[config.mk]
export PLATFORM = sky130hd
export DESIGN_NAME = elf_div
export DESIGN_NICKNAME = d
export VERILOG_FILES = /design/src/sv/elf_pkg.sv /design/src/sv/elf_div.sv
export SDC_FILE = /design/constraint.sdc
export NUM_CORES = 2
export LEC_CHECK = 0
export BUFFER_PORTS_ARGS = -buffer_cell sky130_fd_sc_hd__buf_2
export CORE_ASPECT_RATIO = 1.25
export CORE_UTILIZATION = 64
export CTS_BUF_LIST = sky130_fd_sc_hd__clkbuf_16
export CTS_CLUSTER_SIZE = 8
export DETAILED_ROUTE_END_ITERATION = 12
export HOLD_SLACK_MARGIN = 0.08
export PLACE_DENSITY = 0.9
export SYNTH_ARGS = -nofsm -noshare
export SYNTH_HDL_FRONTEND = slang
export SYNTH_SLANG_ARGS = --single-unit
[constraint.sdc]
create_clock -name aclk -period 15.77 [get_ports aclk]
set_input_delay 1.577 -clock aclk [delete_from_list [all_inputs] [get_ports aclk]]
set_output_delay 1.577 -clock aclk [all_outputs]
set_load 0.01 [all_outputs]
[src/sv/elf_pkg.sv]
// Shared types, constants and saturation helper for the Lax-Friedrichs flux block.
package elf_pkg;

    localparam int FRAC_BITS = 16;
    localparam int DIV_BITS = 2;
    localparam int DIV_STAGES = 32 / DIV_BITS;

    localparam int ADDR_W = 3;
    localparam logic [17:0] GAMMA_RESET = 18'((7 << FRAC_BITS) / 5);
    localparam logic [30:0] STAB_RESET = 31'(1 << FRAC_BITS);

    localparam logic REG_GAMMA = 1'b0;
    localparam logic REG_STAB = 1'b1;

    localparam logic [1:0] ST_OK = 2'd0;
    localparam logic [1:0] ST_SAT = 2'd1;
    localparam logic [1:0] ST_BAD = 2'd2;

    localparam logic signed [65:0] SAT_MAX = 66'sd2147483647;
    localparam logic signed [65:0] SAT_MIN = -66'sd2147483648;

    typedef struct packed {
        logic sat;
        logic signed [31:0] val;
    } sat_t;

    typedef struct packed {
        logic signed [31:0] mx;
        logic signed [31:0] my;
        logic signed [31:0] r;
        logic signed [31:0] e;
    } w_t;

    typedef struct packed {
        logic signed [31:0] f00;
        logic signed [31:0] f01;
        logic signed [31:0] f11;
    } fl_t;

    typedef struct packed {
        logic bad;
        logic sat;
        w_t wi;
        w_t wo;
        logic signed [17:0] nx;
        logic signed [17:0] ny;
        fl_t fi;
        fl_t fo;
    } item_t;

    function automatic sat_t sat32(input logic signed [65:0] v);
        sat_t res;
        if (v > SAT_MAX) begin
            res.sat = 1'b1;
            res.val = 32'sh7fffffff;
        end else if (v < SAT_MIN) begin
            res.sat = 1'b1;
            res.val = 32'sh80000000;
        end else begin
            res.sat = 1'b0;
            res.val = v[31:0];
        end
        return res;
    endfunction

    function automatic logic signed [31:0] comp(input w_t w, input logic [1:0] idx);
        logic signed [31:0] res;
        case (idx)
            2'd0: res = w.mx;
            2'd1: res = w.my;
            2'd2: res = w.r;
            default: res = w.e;
        endcase
        return res;
    endfunction

endpackage

[src/sv/elf_div.sv]
// Pipelined restoring divider: 64-bit magnitude by 32-bit divisor, saturated signed quotient.
module elf_div (
    input  logic               aclk,
    input  logic               adv,
    input  logic [63:0]        dividend,
    input  logic [31:0]        divisor,
    input  logic               neg,
    output logic signed [31:0] quo,
    output logic               sat
);

    typedef struct packed {
        logic [31:0] rem;
        logic [31:0] lo;
        logic [31:0] q;
        logic [31:0] d;
        logic        neg;
        logic        ovf;
    } dv_t;

    function automatic dv_t step(input dv_t s);
        dv_t o;
        logic [32:0] t;
        o = s;
        for (int j = 0; j < elf_pkg::DIV_BITS; j++) begin
            t = {o.rem, o.lo[31]};
            o.lo = {o.lo[30:0], 1'b0};
            if (t >= {1'b0, o.d}) begin
                o.rem = 32'(t - {1'b0, o.d});
                o.q = {o.q[30:0], 1'b1};
            end else begin
                o.rem = t[31:0];
                o.q = {o.q[30:0], 1'b0};
            end
        end
        return o;
    endfunction

    dv_t in_s;
    dv_t cur [elf_pkg::DIV_STAGES];
    dv_t dv_reg [elf_pkg::DIV_STAGES];
    dv_t last;

    always_comb begin
        in_s.rem = dividend[63:32];
        in_s.lo = dividend[31:0];
        in_s.q = '0;
        in_s.d = divisor;
        in_s.neg = neg;
        in_s.ovf = (dividend[63:32] >= divisor);
        cur[0] = step(in_s);
        for (int i = 1; i < elf_pkg::DIV_STAGES; i++) begin
            cur[i] = step(dv_reg[i-1]);
        end
    end

    always_ff @(posedge aclk) begin
        if (adv) begin
            for (int i = 0; i < elf_pkg::DIV_STAGES; i++) begin
                dv_reg[i] <= cur[i];
            end
        end
    end

    always_comb begin
        last = dv_reg[elf_pkg::DIV_STAGES-1];
        sat = last.ovf | (last.neg ? (last.q > 32'h80000000) : last.q[31]);
        if (sat) begin
            quo = last.neg ? 32'sh80000000 : 32'sh7fffffff;
        end else begin
            quo = last.neg ? $signed(32'(-last.q)) : $signed(last.q);
        end
    end

endmodule

### Word level (Yosys, flattened, before mapping)

Memory sizes are Yosys's and may differ from the RTL's.
Cells that the tools add are included.

| operators by class | value |
|---|---|
| add/subtract/negate cells | 33 |
| order comparisons | 34 |
| mux-type cells | 70 |
| bitwise operators | 1 |

Operators by type and width:

| cell | number |
|---|---|
| 32-bit two-way mux | 35 |
| 33-bit by 32-bit greater-or-equal comparator with 1-bit output | 32 |
| 32-bit subtractor | 32 |
| 1-bit two-way mux | 35 |
| 32-bit greater-or-equal comparator | 1 |
| 32-bit greater-than comparator, second input constant | 1 |
| 32-bit negator | 1 |
| 1-bit OR | 1 |

| word-level totals | value |
|---|---|
| register bits | 0 |
| RAM bits | 2048 |
| bits of input ports | 99 |
| output and inout bits | 33 |
| logic and storage cells | 139 |
| memories kept | 1 |

Memory list:

| name | depth | width | rd ports | clocked after Yosys merged registers in | write ports | line | RTL |
|---|---|---|---|---|---|---|---|
| dv_reg | 16 | 128 | 16 | 0 | 16 | elf_div.sv:41 | `dv_t dv_reg [elf_pkg::DIV_STAGES];` |

### Longest topological paths before layout

An unclocked memory read counts as a cell.

| logic depth | value |
|---|---|
| depth in word-level cells | 5 |
| mapped depth | 29 |
| depth with buffers taken out | 26 |

### Worst setup path before layout

OpenSTA, ideal clock, no wires.

| timing path | value |
|---|---|
| path type | input port to flip-flop |
| from | in divisor[23] |
| to | mem dv_reg[0][122] (netlist name), data pin |
| setup time | 0.260 ns |
| arrival time | 7.048 ns |
| data required time | 15.510 ns |
| setup slack | 8.462 ns |
| stages | 26 |
| buffers on the path | 3 |
| cell sequence | inv_1 > ha_1 > clkbuf_1 > a21oi_1 > nor2b_1 > or3_1 > nor3_1 > and3_1 > nor2_1 > a31oi_1 > clkbuf_1 > clkbuf_1 > nand2_1 > o31ai_1 > ha_1 > o21a_1 > o21a_1 > o22ai_1 > o311ai_0 > a221o_1 > a21o_1 > o41ai_1 > nor2b_1 > o31a_1 > xor2_1 > mux2_2 |

RTL lines:

| element | line | RTL |
|---|---|---|
| start, declared | elf_div.sv:6 | `input logic [31:0] divisor,` |
| end, declared | elf_div.sv:41 |  |

==> key figures <==
Synth
  • Yosys top cell by area: edfxtp_1
  • Post-synthesis adder-cell area fraction: 12.8%
  • Syn. warnings: 0
  • EDFF count, synth: 1504
  • Avg Inst Size Synth: between 10 and 15 µm²
  • Post-synthesis xor/xnor area fraction: 6.66%
  • Synth cell types: 94
  • Sequential area share after synthesis: about two fifths
  • Top cells by area, synth: edfxtp_1 42%, ha_1 12%, mux2_2 6.2%
  • Largest family of logic cells by synthesized area: compound AO/OA/AOI/OAI gates
  • Most used DFF post-synth: edfxtp_1
  • Synth Register Bits: 1504
  • Synth Net Count: 11703
  • Post-synth ARST share: 0%
  • Post-synthesis mux area share: 6.68%
  • Syn Inst Count: 10516
  • Synth Area in Compound Gates: 18.2%
  • Post-Synthesis Cell Area: around 110000 µm²
  • Simple-Gate Fraction of Synth Area: 10.4%
  • Share of the synthesized area in the top cell type: 41.7%

Worst setup path
  • Worst path required time: 16.34 ns
  • WS Path Type: flop to flop
  • Reg2reg start: dv_reg[0][910]
  • Worst setup startpoint: dv_reg[0][910]
  • Arr. time, crit path: roughly 9.5 ns
  • Worst setup EP type: flop
  • Startpoint Class: flop
  • CP max FO: 32

Routing
  • Post-DRT Antenna Nets: 0
  • Initial drt markers: about 7600
  • DRC errors left: 0
  • Total number of vias: 86084
  • Pre-antenna DRT Iters: 6
  • Drt wl/cell: 26.6 µm
  • Vias per cell: 6.64
  • Total wire length: approximately 340000 µm

Die
  • Die width: 370 µm
  • Initial core utilization: 64.5%
  • Row cnt: about 170
  • Height of the die: 462 µm
  • Die area: ~170000 µm²
  • Core area: 168000 µm²
  • I/O pins: 132

Placement
  • IO Port Bufs: between 100 and 150
  • Placed cell area: roughly 110000 µm²
  • GPL Wtd Cong: 1.04
  • DP Wirelength: 268000 µm
  • DP Worst Slack: approximately 7.1 ns

STA
  • Hold Fails Final Rpt: 0
  • Max-slew violation count: 0
  • Actual slew at the worst max-slew pin: 1.33 ns
  • RSZ-0062 raised after global routing: false
  • Highest achievable clock rate: about 110 MHz
  • Relative slew slack: approximately a tenth
  • Post-route minimum period: 8.95 ns
  • Period Utilization, post-route: 56.8%
  • Worst Skew: 0.0944 ns
  • Post-route setup slack: around 6.8 ns
  • Setup violations, final: 0
  • Fin Setup TNS: 0 ns

Global routing
  • Tot GR Track Use: 39.4%
  • Total grt overflow: 0
  • Largest net degree at the start of global routing: 199
  • Antenna violations before repair: 26
  • Vias in the first global route: 86091
  • First-pass GRT wire length: 507000 µm

Clock network
  • Worst-path clk slew: approximately 0.05 ns
  • Hold_buf cts: 0
  • CTS Sinks: approximately 1500
  • H-tree depth: 4
  • Root Driver: clkbuf_16
  • Post-CTS setup buffer count: 0
  • CTS tree: yes
  • CTS Buf Count: roughly 210
  • Post-CTS sizing: 0
  • Max clock buf depth: 3
  • Clk_lat worst skew: 0.92 ns

Final layout
  • Synth-to-Final Area Change: 8.24%
  • Final nets: 11894
  • Final Instance Area: roughly 120000 µm²
  • Share of layout cells above drive strength 1: between 10% and 20%
  • Largest register FFs: between 1500 and 2000
  • Filler cells: 12058

Hold path
  • Hold path start: dv_reg[0][727]
  • Hold Path Class: flop to flop

Outcome
  • Outcome: finished clean

Job
  • Max-Cap Viols: 0
-- path summary, 6_finish.rpt --
| check | slack [ns] | cells past startpoint | to |
|---|---|---|---|
| worst max-delay path | 6.82 | 23 | dv_reg[1][106] |
| worst min-delay path | 0.36 | 0 | dv_reg[0][857] |
| worst max register to register | 6.82 | 23 | dv_reg[1][106] |
| worst min register to register | 0.36 | 0 | dv_reg[0][857] |
-- stage by stage --
step / util, % / hold slack, ns / cells
global route: 69.9 / 0.380 / 12951
floorplan: - / 0.400 / 10516
CTS: 69.8 / 0.360 / 12941
detailed placement: 66.5 / 0.405 / 12706
global placement: 66.5 / 0.400 / 12706
finish: 69.9 / 0.362 / 12955
-- cell usage after synthesis, types with 23 or more instances --
library cell and n:
a211o_1 33, a211oi_1 85, a21boi_0 29, a21o_1 520, a21oi_1 946, a221o_1 23, a221oi_1 38, a31oi_1 86
and2_1 47, and3_1 88, and4_1 26, buf_2 56, clkbuf_1 138, edfxtp_1 1504, fa_1 31, ha_1 1057
inv_1 816, mux2_2 595, mux2i_1 54, nand2_1 603, nand2b_1 132, nand3_1 158, nand4_1 156, nor2_1 665
nor2b_1 116, nor3_1 142, nor3b_1 30, nor4_1 41, o211ai_1 57, o21a_1 140, o21ai_0 618, o21bai_1 140
o22ai_1 34, o31a_1 36, o31ai_1 66, or2_2 30, or3_1 49, xnor2_1 563, xor2_1 261
-- final cells by class --
type,instances,area (µm²),area share (%)
well taps,2210,2770,2.36
flip-flops and latches,1504,45200,38.5
multi-input cells,7982,59500,50.7
repair buffers,190,1160,0.990
inverters,822,3090,2.63
clock inverters,28,489,0.417
clock buffers,207,5180,4.41
diodes,12,30.0,0.0256
-- critical path: stages, from the launching register on --
cell and delay, ns:
edfxtp_1 0.66, inv_1 0.15, ha_1 0.43, a2111oi_0 0.41, o21ai_0 0.27, or4_1 0.52
o21ai_1 0.44, o21ai_1 0.31, a41oi_2 0.56, clkinv_1 0.30, buf_4 0.30, mux2_2 0.33
ha_1 0.35, and3_1 0.32, o21ai_0 0.27, a41o_1 0.34, o21ai_0 0.55, a221oi_1 0.28
nor2b_1 0.39, o211ai_1 0.20, a311o_1 0.32, nand2b_1 0.08, buf_4 0.44, mux2_2 0.41
-- cell usage in the layout, fill, tap and decap left out, types with 207 or more instances in the layout --
cell       netlist  layout
o21ai_0        618     617
xor2_1         261     261
clkbuf_16        0     207
mux2_2         595     595
ha_1          1057    1057
xnor2_1        563     563
nor2_1         665     662
a21o_1         520     520
nand2_1        603     603
a21oi_1        946     945
inv_1          816     825
edfxtp_1      1504    1504
-- logic make-up after synthesis --
| kind of cell | count (synthesis) |
|---|---|
| AO/OA/AOI/OAI | 3086 |
| buffers and inverters | 1030 |
| AND/OR/NAND/NOR | 2335 |
| flip-flops | 1504 |
| adder cells (fa/ha/maj) | 1088 |
| XOR/XNOR | 824 |
| multiplexers | 649 |
-- metal layers --
metal	vias to the layer above	track usage, %	wire, µm
met3	1453	6.98	21700
met4	12	40.1	41000
met2	3920	70.1	171000
li1	39585	-	-
met5	-	0	84
met1	41114	37.4	111000
Power is left out: the tool's default activity adds up to more than one toggle a clock period on the data nets, which glitch-free logic cannot reach.
